### src/hw/rtl/pbzd_pkg.sv
// Shared constants for the potentiometer boxcar / zoom / deadband block.
// Field widths, stream packing widths and configuration register indexes.
// No dependencies.
package pbzd_pkg;

	localparam int SAMPLE_W    = 12;
	localparam int ZOOM_W      = 8;
	localparam int SAMPLE_FULL = (1 << SAMPLE_W) - 1;

	// stream packing, padded to whole bytes
	localparam int IN_TDATA_W  = ((SAMPLE_W + 7) / 8) * 8;
	localparam int OUT_TDATA_W = ((ZOOM_W + SAMPLE_W + 7) / 8) * 8;

	// configuration port
	localparam int CFG_IDX_W  = 2;
	localparam int CFG_DATA_W = 8;

	typedef enum logic [CFG_IDX_W-1:0] {
		REG_ZOOM_LOW  = 2'd0,
		REG_ZOOM_HIGH = 2'd1,
		REG_DEADBAND  = 2'd2
	} cfg_reg_t;

	localparam logic [ZOOM_W-1:0] ZOOM_LOW_RST  = 8'd50;
	localparam logic [ZOOM_W-1:0] ZOOM_HIGH_RST = 8'd200;
	localparam logic [ZOOM_W-1:0] DEADBAND_RST  = 8'd2;

endpackage

### src/hw/rtl/pot_boxcar_zoom_deadband.sv
// Top level: boxcar average of potentiometer samples, linear zoom mapping and deadband.
// Depends on pbzd_pkg.
//
// Usage:
//  - s_axis carries one 12-bit sample per transfer. m_axis carries one result per
//    reported change: zoom value and the boxcar level that produced it. Samples whose
//    mapped zoom stays within the deadband of the last reported value give no result.
//  - cfg_* writes zoom_low (index 0), zoom_high (1) and change_deadband (2); other
//    indexes are ignored. cfg_ready is always high. Write only while the block is idle.
//  - Throughput: one sample per cycle while m_axis does not stall. A sample passes the
//    registered stages in order: history read, sum update, reciprocal multiply for / TAPS,
//    span multiply, reciprocal multiply for / SAMPLE_MAX, then mapping and deadband compare into the output register.
//  - The history ring lives in a TAPS-entry memory read and written at one address per
//    cycle; the read returns the old entry before the new sample replaces it.
//  - Reset: history reads as zero (per-entry valid bits), sum and ring position clear,
//    last reported value is 0, registers take 50 / 200 / 2. No clearing pass.
//  - When m_axis stalls with a result waiting, the whole pipeline holds and s_axis_tready
//    drops until the result is taken.
module pot_boxcar_zoom_deadband #(
	parameter int TAPS       = 10,
	parameter int SAMPLE_MAX = 4095
) (
	input  logic clk,
	input  logic arst_n,

	input  logic                             s_axis_tvalid,
	output logic                             s_axis_tready,
	// [11:0] sample
	input  logic [pbzd_pkg::IN_TDATA_W-1:0]  s_axis_tdata,

	output logic                             m_axis_tvalid,
	input  logic                             m_axis_tready,
	// [7:0] zoom_value, [19:8] filtered_level
	output logic [pbzd_pkg::OUT_TDATA_W-1:0] m_axis_tdata,

	input  logic                             cfg_valid,
	output logic                             cfg_ready,
	input  logic [pbzd_pkg::CFG_IDX_W-1:0]   cfg_index,
	input  logic [pbzd_pkg::CFG_DATA_W-1:0]  cfg_data
);
	import pbzd_pkg::*;

	localparam int SLOT_W = (TAPS > 1) ? $clog2(TAPS) : 1;
	localparam int SUM_W  = $clog2(TAPS * SAMPLE_FULL + 1);

	// sum / TAPS as multiply by ceil(2^SH/TAPS) and shift; exact for sums below 2^SUM_W
	localparam int     D1_L  = $clog2(TAPS);
	localparam int     D1_SH = SUM_W + D1_L;
	localparam int     D1_MW = SUM_W + 1;
	localparam int     P1_W  = D1_SH + SAMPLE_W;
	localparam longint D1_MV = ((longint'(1) << D1_SH) + TAPS - 1) / TAPS;
	localparam logic [D1_MW-1:0] D1_M = D1_MW'(D1_MV);

	// |level * span| / SAMPLE_MAX the same way
	localparam int     MAG_W = SAMPLE_W + ZOOM_W;
	localparam int     PRD_W = SAMPLE_W + ZOOM_W + 2;
	localparam int     D2_L  = $clog2(SAMPLE_MAX);
	localparam int     D2_SH = MAG_W + D2_L;
	localparam int     D2_MW = MAG_W + 1;
	localparam int     P2_W  = D2_SH + ZOOM_W;
	localparam longint D2_MV = ((longint'(1) << D2_SH) + SAMPLE_MAX - 1) / SAMPLE_MAX;
	localparam logic [D2_MW-1:0] D2_M = D2_MW'(D2_MV);

	// configuration
	logic [ZOOM_W-1:0] zoom_low_q, zoom_high_q, deadband_q;

	assign cfg_ready = 1'b1;

	always_ff @(posedge clk or negedge arst_n) begin
		if (!arst_n) begin
			zoom_low_q  <= ZOOM_LOW_RST;
			zoom_high_q <= ZOOM_HIGH_RST;
			deadband_q  <= DEADBAND_RST;
		end else if (cfg_valid) begin
			unique case (cfg_index)
				REG_ZOOM_LOW:  zoom_low_q  <= cfg_data;
				REG_ZOOM_HIGH: zoom_high_q <= cfg_data;
				REG_DEADBAND:  deadband_q  <= cfg_data;
				default: ;
			endcase
		end
	end

	// pipeline control: everything advances together unless a result is stuck
	logic adv, acc;
	assign adv           = !m_axis_tvalid || m_axis_tready;
	assign s_axis_tready = adv;
	assign acc           = s_axis_tvalid && adv;

	logic [SAMPLE_W-1:0] sample_in;
	assign sample_in = s_axis_tdata[SAMPLE_W-1:0];

	// history memory, read-first
	logic [SAMPLE_W-1:0] hist_mem [TAPS];
	logic [TAPS-1:0]     hist_valid_q;
	logic [SLOT_W-1:0]   slot_q;
	logic [SAMPLE_W-1:0] rd_s1, sample_s1;
	logic                rd_valid_s1;

	always_ff @(posedge clk) begin
		if (acc) begin
			rd_s1            <= hist_mem[slot_q];
			hist_mem[slot_q] <= sample_in;
			sample_s1        <= sample_in;
		end
	end

	always_ff @(posedge clk or negedge arst_n) begin
		if (!arst_n) begin
			hist_valid_q <= '0;
			slot_q       <= '0;
			rd_valid_s1  <= 1'b0;
		end else if (acc) begin
			rd_valid_s1          <= hist_valid_q[slot_q];
			hist_valid_q[slot_q] <= 1'b1;
			slot_q <= (slot_q == SLOT_W'(TAPS - 1)) ? '0 : slot_q + 1'b1;
		end
	end

	// stage valids
	logic v_s1, v_s2, v_s3, v_s4, v_s5;

	always_ff @(posedge clk or negedge arst_n) begin
		if (!arst_n) begin
			{v_s1, v_s2, v_s3, v_s4, v_s5} <= '0;
		end else if (adv) begin
			v_s1 <= s_axis_tvalid;
			v_s2 <= v_s1;
			v_s3 <= v_s2;
			v_s4 <= v_s3;
			v_s5 <= v_s4;
		end
	end

	// s1: running sum
	logic [SUM_W-1:0] sum_q, sum_next, sum_s2;
	logic [SAMPLE_W-1:0] old_s1;

	assign old_s1   = rd_valid_s1 ? rd_s1 : '0;
	assign sum_next = sum_q - SUM_W'(old_s1) + SUM_W'(sample_s1);

	always_ff @(posedge clk or negedge arst_n) begin
		if (!arst_n) begin
			sum_q <= '0;
		end else if (adv && v_s1) begin
			sum_q <= sum_next;
		end
	end

	always_ff @(posedge clk) begin
		if (adv) begin
			sum_s2 <= sum_next;
		end
	end

	// s2: divide by TAPS
	logic [P1_W-1:0] quot1_s3;

	always_ff @(posedge clk) begin
		if (adv) begin
			quot1_s3 <= P1_W'(sum_s2) * P1_W'(D1_M);
		end
	end

	// s3: saturate level, multiply by span
	logic [SAMPLE_W-1:0]      avg_s3, lvl_s3, lvl_s4, lvl_s5;
	logic signed [ZOOM_W:0]   span;
	logic signed [PRD_W-1:0]  prod_s4;

	assign avg_s3 = quot1_s3[D1_SH +: SAMPLE_W];
	assign lvl_s3 = (int'(avg_s3) > SAMPLE_MAX) ? SAMPLE_W'(SAMPLE_MAX) : avg_s3;
	assign span   = $signed({1'b0, zoom_high_q}) - $signed({1'b0, zoom_low_q});

	always_ff @(posedge clk) begin
		if (adv) begin
			prod_s4 <= PRD_W'($signed({1'b0, lvl_s3}) * span);
			lvl_s4  <= lvl_s3;
		end
	end

	// s4: |prod| / SAMPLE_MAX, truncating toward zero
	logic [PRD_W-1:0] prod_abs;
	logic [P2_W-1:0]  quot2_s5;
	logic             neg_s5;

	assign prod_abs = prod_s4[PRD_W-1] ? PRD_W'(-prod_s4) : PRD_W'(prod_s4);

	always_ff @(posedge clk) begin
		if (adv) begin
			quot2_s5 <= P2_W'(prod_abs[MAG_W-1:0]) * P2_W'(D2_M);
			neg_s5   <= prod_s4[PRD_W-1];
			lvl_s5   <= lvl_s4;
		end
	end

	// s5: offset, deadband against the last reported value
	logic [ZOOM_W-1:0] quot2, zoom_s5, last_q;
	logic [ZOOM_W:0]   zoom_w, diff, diff_abs;
	logic              emit_s5;

	assign quot2    = quot2_s5[D2_SH +: ZOOM_W];
	assign zoom_w   = neg_s5 ? {1'b0, zoom_low_q} - {1'b0, quot2}
	                         : {1'b0, zoom_low_q} + {1'b0, quot2};
	assign zoom_s5  = zoom_w[ZOOM_W-1:0];
	assign diff     = {1'b0, zoom_s5} - {1'b0, last_q};
	assign diff_abs = diff[ZOOM_W] ? -diff : diff;
	assign emit_s5  = v_s5 && (diff_abs > {1'b0, deadband_q});

	logic [ZOOM_W-1:0]   zoom_out_q;
	logic [SAMPLE_W-1:0] level_out_q;
	logic                out_valid_q;

	always_ff @(posedge clk or negedge arst_n) begin
		if (!arst_n) begin
			last_q      <= '0;
			out_valid_q <= 1'b0;
		end else if (adv) begin
			out_valid_q <= emit_s5;
			if (emit_s5) begin
				last_q <= zoom_s5;
			end
		end
	end

	always_ff @(posedge clk) begin
		if (adv && emit_s5) begin
			zoom_out_q  <= zoom_s5;
			level_out_q <= lvl_s5;
		end
	end

	assign m_axis_tvalid = out_valid_q;
	assign m_axis_tdata  = OUT_TDATA_W'({level_out_q, zoom_out_q});

	// checks
	a_slot_step: assert property (@(posedge clk) disable iff (!arst_n)
		acc |=> slot_q == (($past(slot_q) == SLOT_W'(TAPS - 1)) ? '0 : $past(slot_q) + 1'b1))
		else $error("ring position did not advance by one");

	a_sum_bound: assert property (@(posedge clk) disable iff (!arst_n)
		v_s1 && adv |=> int'(sum_q) <= TAPS * SAMPLE_FULL)
		else $error("running sum out of range");

	a_last_tracks_out: assert property (@(posedge clk) disable iff (!arst_n)
		(last_q != $past(last_q)) |-> (m_axis_tvalid && zoom_out_q == last_q))
		else $error("last reported value changed without a result");

	a_zoom_in_range: assert property (@(posedge clk) disable iff (!arst_n)
		m_axis_tvalid |->
			((zoom_out_q >= zoom_low_q && zoom_out_q <= zoom_high_q) ||
			 (zoom_out_q <= zoom_low_q && zoom_out_q >= zoom_high_q)))
		else $error("zoom value outside the configured range");

endmodule

### config.mk
export PLATFORM = sky130hd
export DESIGN_NAME = pot_boxcar_zoom_deadband
export DESIGN_NICKNAME = d
export VERILOG_FILES = /design/src/hw/rtl/pbzd_pkg.sv /design/src/hw/rtl/pot_boxcar_zoom_deadband.sv
export SDC_FILE = /design/constraint.sdc
export NUM_CORES = 1
export LEC_CHECK = 0
export BUFFER_PORTS_ARGS = -buffer_cell sky130_fd_sc_hd__clkbuf_2
export CORE_MARGIN = 3
export CORE_UTILIZATION = 30
export DETAILED_ROUTE_END_ITERATION = 16
export PLACE_DENSITY_LB_ADDON = 0.08
export SYNTH_ARGS = -nofsm -noshare
export SYNTH_HDL_FRONTEND = slang
export SYNTH_SLANG_ARGS = --single-unit
### constraint.sdc
create_clock -name clk -period 19.4 [get_ports clk]
set_input_delay 0.97 -clock clk [delete_from_list [all_inputs] [get_ports clk]]
set_output_delay 0.97 -clock clk [all_outputs]
set_load 0.01 [all_outputs]
Yosys cells after proc, flatten, opt, wreduce, memory -nomap -nowiden
Memory sizes are Yosys's and may differ from the RTL's. A register that Yosys moved wholly into a read port is not among the register bits. Index checks and enable logic that the tools add are counted. Widths: inputs -> output; s select.

Bits of input ports: 31. Memories: 1. RAM bits: 120. Flip-flop bits (word level): 235. Output and inout bits: 27.

Memories: hist_mem (depth 10, width 12, read ports 1, clocked after memory_dff 1, write ports 1, line pot_boxcar_zoom_deadband.sv:94) `logic [SAMPLE_W-1:0] hist_mem [TAPS];`.

Equal/unequal tests: 3. $add $sub $neg: 9. Reductions and logical operators: 12. Bitwise gates (word level): 1. Muxes and demuxes: 11. Multipliers: 3. Order comparisons: 3.

Operator list (count): $mul 20x21->40 const B (1); $mul 16x16->31 const B (1); $mul 13x9->22 (1); $mux 20 (1); $neg 20->20 (1); $sub 8x8->9 (2); $add 16x12->16 (1); $sub 16x12->16 (1); $mux 12 (1); $or 10x10->10 (1); $gt 9x8->1 (1); $mux 9 (1); $neg 9->9 (1); $add 8x8->8 (1); $mux 8 (1); $reduce_and 2->1 (4); $sub 8x8->8 (1); $logic_and 1x1->1 (5); $lt 4x5->1 const B (1); $add 4x1->4 const B (1); $bmux 1 s4 (1); $demux 1 s4 (1); $eq 4x4->1 const B (1); $ge 4x1->1 const B (1); other kinds (7) (10).

Logic depth before layout (Yosys ltp)
Gate-level depths: netlist (run 1).

Depth after elaboration: 8. Gate-level depth with buffers: 30. Gate-level depth less buffers: 29.

Worst setup path after synthesis (run 1)
No wires, ideal clock.

Path kind: input -> register. From: input port m_axis_tready. To: memory hist_mem[1][0], enable pin. Arrival: 6.482 ns. Setup slack: 12.504 ns. Cell stages on the path: 6. Setup time: 0.415 ns. Cell sequence: nand2b_1 -> clkbuf_1 -> nand2_1 -> inv_1 -> nand2_1 -> nor4_1.

Longest elaborated chain between the ends: 4.

Ends and longest elaborated chain: start, declared (line pot_boxcar_zoom_deadband.sv:32) `input logic m_axis_tready,`; $logic_or 1x1->1 (line pot_boxcar_zoom_deadband.sv:86) `assign adv = !m_axis_tvalid || m_axis_tready;`; named net s_axis_tready (line pot_boxcar_zoom_deadband.sv:27) `output logic s_axis_tready,`; $logic_and 1x1->1 (line pot_boxcar_zoom_deadband.sv:88) `assign acc = s_axis_tvalid && adv;`; named net acc (line pot_boxcar_zoom_deadband.sv:85) `logic adv, acc;`; $mux 1 (line pot_boxcar_zoom_deadband.sv:101) `if (acc) begin`; $mux 1 (implied by the code) (line pot_boxcar_zoom_deadband.sv:103) `hist_mem[slot_q] <= sample_in;`; end, declared (line pot_boxcar_zoom_deadband.sv:94).

The timed path passes the listed nets, and every way through them passes these cells.

Worst setup path in the final report (run 1)
From: register zoom_low_q[0]. To: register prod_s4[21] (data pin).

Longest elaborated chain between the ends: 2.

Ends and longest elaborated chain: start, declared (line pot_boxcar_zoom_deadband.sv:65) `logic [ZOOM_W-1:0] zoom_low_q, zoom_high_q, deadband_q;`; start signal, assigned (line pot_boxcar_zoom_deadband.sv:76) `REG_ZOOM_LOW: zoom_low_q <= cfg_data;`; $sub 8x8->9 (line pot_boxcar_zoom_deadband.sv:172) `assign span = $signed({1'b0, zoom_high_q}) - $signed({1'b0, zoom_low_q});`; $mul 13x9->22 (line pot_boxcar_zoom_deadband.sv:176) `prod_s4 <= PRD_W'($signed({1'b0, lvl_s3}) * span);`; end signal, assigned (line pot_boxcar_zoom_deadband.sv:176); end, declared (line pot_boxcar_zoom_deadband.sv:168) `logic signed [PRD_W-1:0] prod_s4;`.

Every way passes these cells. A chain may end at the register's enable or synchronous reset.

==> results of run 1 <==
[flip-flops by register name (all words and copies together) (netlist names), 16 cells and up]
signal and flops:
hist_mem 120, prod_s4 21, sum_q 16, sum_s2 16
[metrics by stage]
stage | worst slack [ns] | hold WS (ns) | cells | instance area [um2]
2_1_floorplan | 12.50 | 0.4003 | 1920 | 23150
3_3_place_gp | 11.73 | 0.4021 | 2980 | 24720
3_5_place_dp | 11.71 | 0.4054 | 2980 | 24720
4_1_cts | 11.66 | 0.3708 | 3051 | 25980
5_1_grt | 11.17 | 0.4030 | 3051 | 25980
6_report | 11.76 | 0.3991 | 3051 | 25980
[cells in the mapped netlist (all sizes together), types with 10 or more instances]
master,number,area share [%]
inv,334,5.4
ha,313,17
edfxtp,246,32
fa,169,15
and2,73,2.0
xnor2,69,2.6
nand2,63,1.0
nor2,63,1.0
dfrtp,62,6.7
o21ai,60,1.3
a21oi,57,1.2
mux2,39,1.9
clkbuf,33,0.54
nor2b,32,0.87
nand2b,28,0.76
mux4,26,2.5
a211oi,20,0.65
nor3,20,0.43
xor2,20,0.82
a21o,18,0.58
or2,16,0.43
nand3,14,0.30
mux2i,13,0.56
a31oi,11,0.30
o21a,10,0.32
o31ai,10,0.38
or3,10,0.30
[cell families (layout without fill, tap and decap cells)]
kind of cell             Yosys count  in the layout
AO/OA/AOI/OAI                    226            226
multiplexers                      78             78
buffers and inverters            374            475
AND/OR/NAND/NOR                  351            351
XOR/XNOR                          89             89
adder cells (fa/ha/maj)          482            482
other                              2              5
flip-flops                       315            315
[critical path: stages, from the launching register on]
cell and delay [ns]:
dfrtp_1 0.38, ha_1 0.23, fa_1 0.41, nor2b_1 0.12, o21ai_0 0.08, nand2b_1 0.12
a21oi_1 0.08, o21ai_0 0.28, a21o_1 0.17, a21o_1 0.53, or2_2 0.24, fa_1 0.43
fa_1 0.55, inv_1 0.06, fa_1 0.52, fa_1 0.55, inv_1 0.05, fa_1 0.51
inv_1 0.05, ha_1 0.32, o21ai_0 0.15, a21boi_0 0.39, o211ai_1 0.17, a21oi_1 0.21
nor3_1 0.13, o311ai_0 0.38, a21oi_1 0.14, xnor2_1 0.15
[worst min path at each step]
stage | startpoint | end | slack, ns | cells past startpoint
final | arst_n | zoom_low_q[7] | 0.40 | 1
after global routing | arst_n | zoom_low_q[3] | 0.40 | 1
after CTS | arst_n | zoom_low_q[3] | 0.37 | 1
after detailed placement | lvl_s5[6] | level_out_q[6] | 0.41 | 0
after global placement | lvl_s5[7] | level_out_q[7] | 0.40 | 0
after floorplan | lvl_s5[0] | level_out_q[0] | 0.40 | 0
[final cells by class]
| class | instances | area, um2 | share of cell area [%] |
|---|---|---|---|
| clock buffers | 49 | 1013 | 3.902 |
| clock inverters | 22 | 240.2 | 0.9248 |
| inverters | 334 | 1254 | 4.826 |
| multi-input cells | 1231 | 12650 | 48.69 |
| flip-flops and latches | 315 | 9125 | 35.13 |
| well taps | 1030 | 1289 | 4.961 |
| repair buffers | 70 | 407.9 | 1.570 |
[routing by layer]
layer | up-vias | share of wire (%)
met5 | - | 0
met4 | 0 | 1.6
met3 | 49 | 2.9
met2 | 131 | 51
met1 | 6826 | 44
li1 | 6713 | -
==> summary.md, run 1 <==
| Metric | Value |
|---|---|
| Sequential fraction of the synthesis area | 39.43% |
| Antenna Cells | 0 |
| Die Span Y | ~280 um |
| Final Net Count | around 2,500 |
| Initial antenna violation count | 3 |
| Largest net degree at the start of global routing | 46 |
| Std cell rows | about 100 |
| Post-CTS Setup Inserts | 0 |
| Initial DRC Count | about 470 |
| Reg clk slew, reported paths | approximately 0.06 ns |
| Vias | about 14,000 |
| XOR/XNOR share of the synthesized area | ~3.4% |
| M3 GR Usage | under 10% |
| Routability Congestion | ~0.76 |
| RSZ-0062 raised after global routing | false |
| Clk buf depth | 3 |
| Wirelength per Cell | 17.33 um |
| Adder-Cell Fraction of Synth Area | 31.55% |
| Fill cell count | 7,573 |
| Starting density of the core | roughly 30% |
| Vias in the first global route | between 10,000 and 15,000 |
| Clock Root Buffer | clkbuf_16 |
| Post-synth EDFFs | ~250 |
| Final worst path period share | around two fifths |
| Total track usage | a little over an eighth |
| CP endpoint | prod_s4[21] |
| Final hold viol count | 0 |
| I/O pin total | between 50 and 60 |
| Congestion Overflow GR | 0 |
| CTS buffer count | 39 |
| Synth Area in Compound Gates | 6.268% |
| Most common cell after layout, fill and taps aside | inv_1 |
| Most common flop cell mapped by yosys | edfxtp_1 |
| GRT busiest layer | met2 |
| Clock Skews | 0.02566 ns |
| Largest family of logic cells by synthesized area | adder cells |
| Fmax | about 130 MHz |
| M2 GR Usage | 24.43% |
| Status | finished clean |
| Routed wire length | around 53,000 um |
| Layout cells sized above 1 | a little under an eighth |
| DRC Markers | 0 |
| Worst-Margin Slew | around 0.98 ns |
| Syn. warnings | 0 |
| Crit. End Element | register |
| Crit Path Max Fanout | 14 |
| Critical Path Start Type | register |
| CTS tree | built |
| Post-Syn Area | around 23,000 um2 |
| Cells after Synth | around 1,900 |
| CTS H-tree depth | 2 |
| Routed Antenna Nets | 0 |
| Worst R2R Setup Slack | around 12 ns |
| Die Area | 80,480 um2 |
| PortBufs | between 40 and 50 |
| Post-DP HPWL | between 40,000 and 50,000 um |
| Worst reg2reg path startpoint | zoom_low_q[0] |
| Post-synthesis mux area share | 4.992% |
| Max-slew headroom | a little over a third |
| Cts hold-fix bufs | 0 |
| Yosys reg bits | roughly 320 |
| Worst hold path class | in2async |
| Layout Utilization | between 30% and 40% |
| Critical Path Start | zoom_low_q[0] |
| First-pass GRT wire length | ~85,000 um |
| Synth cell types | 65 |
| Clk sinks | between 300 and 400 |
| Setup TNS | 0 ns |
| Synth Area per Inst | approximately 12 um2 |
| Minimum clock period | around 7.6 ns |
| Synth async-reset ratio | a little over a fifth |
| Simple-gate portion of the synthesized area | 8.140% |
| Layout area overhead | 12.28% |
| Die width | approximately 280 um |
| Crit Reg-Reg Endpoint | prod_s4[21] |
| Clock latency on the worst-skew pair | around 0.55 ns |
| Met1 usage | ~17% |
| Endpoints failing setup | 0 |
| Post_cts resized | 0 |
| Max Cap Violations | 0 |
| Path depth of the worst reg2reg path | 27 |
| 1st-pass router iterations | 7 |
| Most frequent cells in the layout | inv_1, ha_1, edfxtp_1 |
| Max-slew violation count | 0 |
| WS Path Type | reg2reg |
| Arrival @ worst endpoint | between 7 and 8 ns |
| Core Footprint | approximately 76,000 um2 |
| Vias/cell | 4.497 |
| CP required | between 15 and 20 ns |
Power of run 1 is left out: the tool's default activity adds up to more than one toggle a clock period on the data nets, which glitch-free logic cannot reach.
==> run 2, diff against run 1 <==
ABC_AREA = 1   (was not set)
clock period = 7.4 ns   (was 19.4 ns; I/O delays follow)
==> summary.md, run 2 <==
| Metric | Value |
|---|---|
| Status | finished, violations left |
| Failing checks | hold timing |
| Routability Congestion | 0.8600 (+13%) |
| Layout cells sized above 1 | 6.860% (-4.9 points) |
| Simple-gate portion of the synthesized area | 12.61% (+4.5 points) |
| Routed Antenna Nets | 0 (unchanged) |
| Crit. End Element | register |
| I/O pin total | 58 (unchanged) |
| Vias | 16,430 (+20%) |
| Setup TNS | 0 ns (unchanged) |
| Leading area contributor after synthesis | edfxtp_1 |
| First-pass GRT wire length | 96,430 um (+13%) |
| CTS H-tree depth | 2 (unchanged) |
| Die width | 289.0 um (+1.9%) |
| Post_cts resized | 0 (unchanged) |
| Synth Area in Compound Gates | 7.951% (+1.7 points) |
| Layout area overhead | 11.97% |
| Reg with most FFs | hist_mem |
| PortBufs | 48 (unchanged) |
| Post-Syn Area | 24,030 um2 (+3.9%) |
| Routed wire length | 59,720 um (+13%) |
| Max-slew violation count | 0 (unchanged) |
| Synth async-reset ratio | 21.90% (unchanged) |
| Main area contributors after synthesis | edfxtp_1, ha_1, fa_1 |
| Fmax | 150.6 MHz (+15%) |
| Post-CTS Setup Inserts | 0 (unchanged) |
| Post-DP HPWL | 48,100 um (+17%) |
| Hold WS | -0.01799 ns (-0.4171 ns) |
| Syn. warnings | 0 (unchanged) |
| Most frequent cells after synthesis | inv_1, nand2_1, ha_1 |
| Std cell rows | 103 (+2.0%) |
| Max-slew headroom | 32.30% (-2.5 points) |
| Most common cell after layout, fill and taps aside | inv_1 |
| Initial DRC Count | 857 (+84%) |
| Most frequent cell after synthesis | inv_1 |
| Antenna Cells | 0 (unchanged) |
| Post-synth EDFFs | 246 (unchanged) |
| Die Area | 83,520 um2 (+3.8%) |
| Final Net Count | 3,006 (+20%) |
| Layout Utilization | 34.00% (-0.089 points) |
| Synth Area per Inst | 9.950 um2 (-18%) |
| Final worst path period share | 89.71% (+50 points) |
| Crit Path Max Fanout | 11 (-3) |
| Fill cell count | 8,149 (+7.6%) |
| Synth cell types | 54 (-17%) |
| XOR/XNOR share of the synthesized area | 3.171% (-0.26 points) |
| Top Registers | hist_mem (120), prod_s4 (21) |
| DRC Markers | 0 (unchanged) |
| Adder-Cell Fraction of Synth Area | 30.38% (-1.2 points) |
| Reg clk slew, reported paths | 0.06 ns (about the same) |
| Clock Skews | 0.02385 ns (-0.001815 ns) |
| Starting density of the core | 30.37% (about the same) |
| Arrival @ worst endpoint | 6.93 ns (-1.00 ns) |
| Clock Root Buffer | clkbuf_16 |
| Initial antenna violation count | 0 (-3) |
| RSZ-0062 raised after global routing | false |
| Final hold viol count | 2 (+2) |
| Clock latency on the worst-skew pair | 0.57 ns (+0.02 ns) |
| Clk buf depth | 3 (unchanged) |
| Core Footprint | 79,130 um2 (+3.8%) |
| Yosys reg bits | 315 (unchanged) |
| Clk sinks | 315 (unchanged) |
| Congestion Overflow GR | 0 (unchanged) |
| Max Cap Violations | 0 (unchanged) |
| CTS tree | built |
| Cts hold-fix bufs | 0 (unchanged) |
| Post-synthesis mux area share | 0% (-5.0 points) |
| Cells after Synth | 2,415 (+26%) |
| Wirelength per Cell | 16.72 um (-3.5%) |
| Synth top area share | 30.74% (-1.2 points) |
| Area after DPL | 25,620 um2 (+3.6%) |
| Endpoints failing setup | 0 (unchanged) |
| Vias/cell | 4.599 (+2.3%) |
| Worst-Margin Slew | 1.015 ns (+0.03917 ns) |
| Fin area | 26,900 um2 (+3.6%) |
| Largest net degree at the start of global routing | 70 (+52%) |
| Vias in the first global route | 17,310 (+17%) |
| 1st-pass router iterations | 5 (-2) |
| Largest family of logic cells by synthesized area | adder cells |
| Max reg flops | 120 (unchanged) |
| CTS buffer count | 39 (unchanged) |
| Minimum clock period | 6.639 ns (-1.003 ns) |
| CP required | 7.69 ns (-12.00 ns) |
| Critical Path Start Type | register |
| WS Path Type | reg2reg |
| Total track usage | 14.64% (+1.2 points) |
| Most frequent cells in the layout | inv_1, nand2_1, ha_1 |
| Die Span Y | 289.0 um (+1.9%) |
| Worst hold path class | in2async |
| Sequential fraction of the synthesis area | 37.97% (-1.5 points) |
| Most common flop cell mapped by yosys | edfxtp_1 |
==> run 2: cell count changes after synthesis, sizes merged, moves of 42 or more <==
| cell | change |
|---|---|
| inv | +123 |
| nand3 | +49 |
| nand2 | +292 |
| xnor2 | -42 |
| and2 | -67 |
| a22oi | +51 |
| a21oi | +61 |
| o21ai | +49 |
| nor2 | +130 |
==> run 2: path summary, 6_finish.rpt <==
kind                                 startpoint  slack, ns  cells past startpoint        endpoint
worst min register to register        lvl_s4[4]       0.42                      0       lvl_s5[4]
worst max-delay path              zoom_low_q[1]       0.76                     27     prod_s4[17]
max in group asynchronous                arst_n       6.77                      1       slot_q[3]
min in group clk                s_axis_tdata[8]       0.15                      1  hist_mem[6][8]
worst min-delay path                     arst_n      -0.02                      1   zoom_low_q[7]
worst max register to register    zoom_low_q[1]       0.76                     27     prod_s4[17]
==> run 2: routing by layer <==
| metal | routed length, um | share of wire (%) | vias to the layer above | track usage (%) |
|---|---|---|---|---|
| met4 | 1106 | 1.9 | 0 | 3.390 |
| li1 | - | - | 8125 | - |
| met3 | 1684 | 2.8 | 64 | 1.668 |
| met2 | 28720 | 48 | 203 | 25.09 |
| met5 | 0 | 0 | - | 0 |
| met1 | 28200 | 47 | 8035 | 19.86 |
==> run 2: kinds of logic (layout without fill, tap and decap cells) <==
family                   Yosys count  after routing
adder cells (fa/ha/maj)          482            482
other                              2              5
flip-flops                       315            315
AND/OR/NAND/NOR                  706            706
AO/OA/AOI/OAI                    327            327
XOR/XNOR                          84             84
buffers and inverters            499            603
==> run 2: area by class of cell <==
cell class              instances  area (um2)  area share (%)
clock inverters                18       220.2          0.8185
inverters                     462        1737           6.455
repair buffers                 71       415.4           1.544
clock buffers                  52        1065           3.958
multi-input cells            1604       13030           48.43
flip-flops and latches        315        9123           33.91
well taps                    1050        1314           4.883
==> run 2: metrics by stage <==
stage,worst slack [ns],hold slack [ns],std cells
after floorplan,1.197,0.07441,2418
after global placement,0.8123,0.4026,3502
after detailed placement,0.6942,0.4088,3502
after CTS,0.6784,0.01041,3572
after global routing,0.2456,0.05934,3572
final,0.7614,-0.01799,3572
==> run 2: critical path, stage by stage, from the launching register on <==
cell	delay, ns
dfstp_2	0.57
inv_1	0.09
ha_1	0.28
nand2_1	0.04
o21ai_1	0.25
a21oi_1	0.13
o21bai_1	0.17
xor2_1	0.18
buf_4	0.23
nor2_1	0.08
fa_1	0.55
inv_1	0.05
fa_1	0.48
inv_1	0.06
fa_1	0.50
fa_1	0.55
inv_1	0.05
fa_1	0.50
inv_1	0.04
ha_1	0.35
a21oi_1	0.14
o21ai_1	0.11
a21oi_1	0.30
o21ai_1	0.18
a21boi_1	0.26
o21ai_0	0.11
nand2_1	0.07
nand2_1	0.05
Power of run 2 is left out for the same reason.
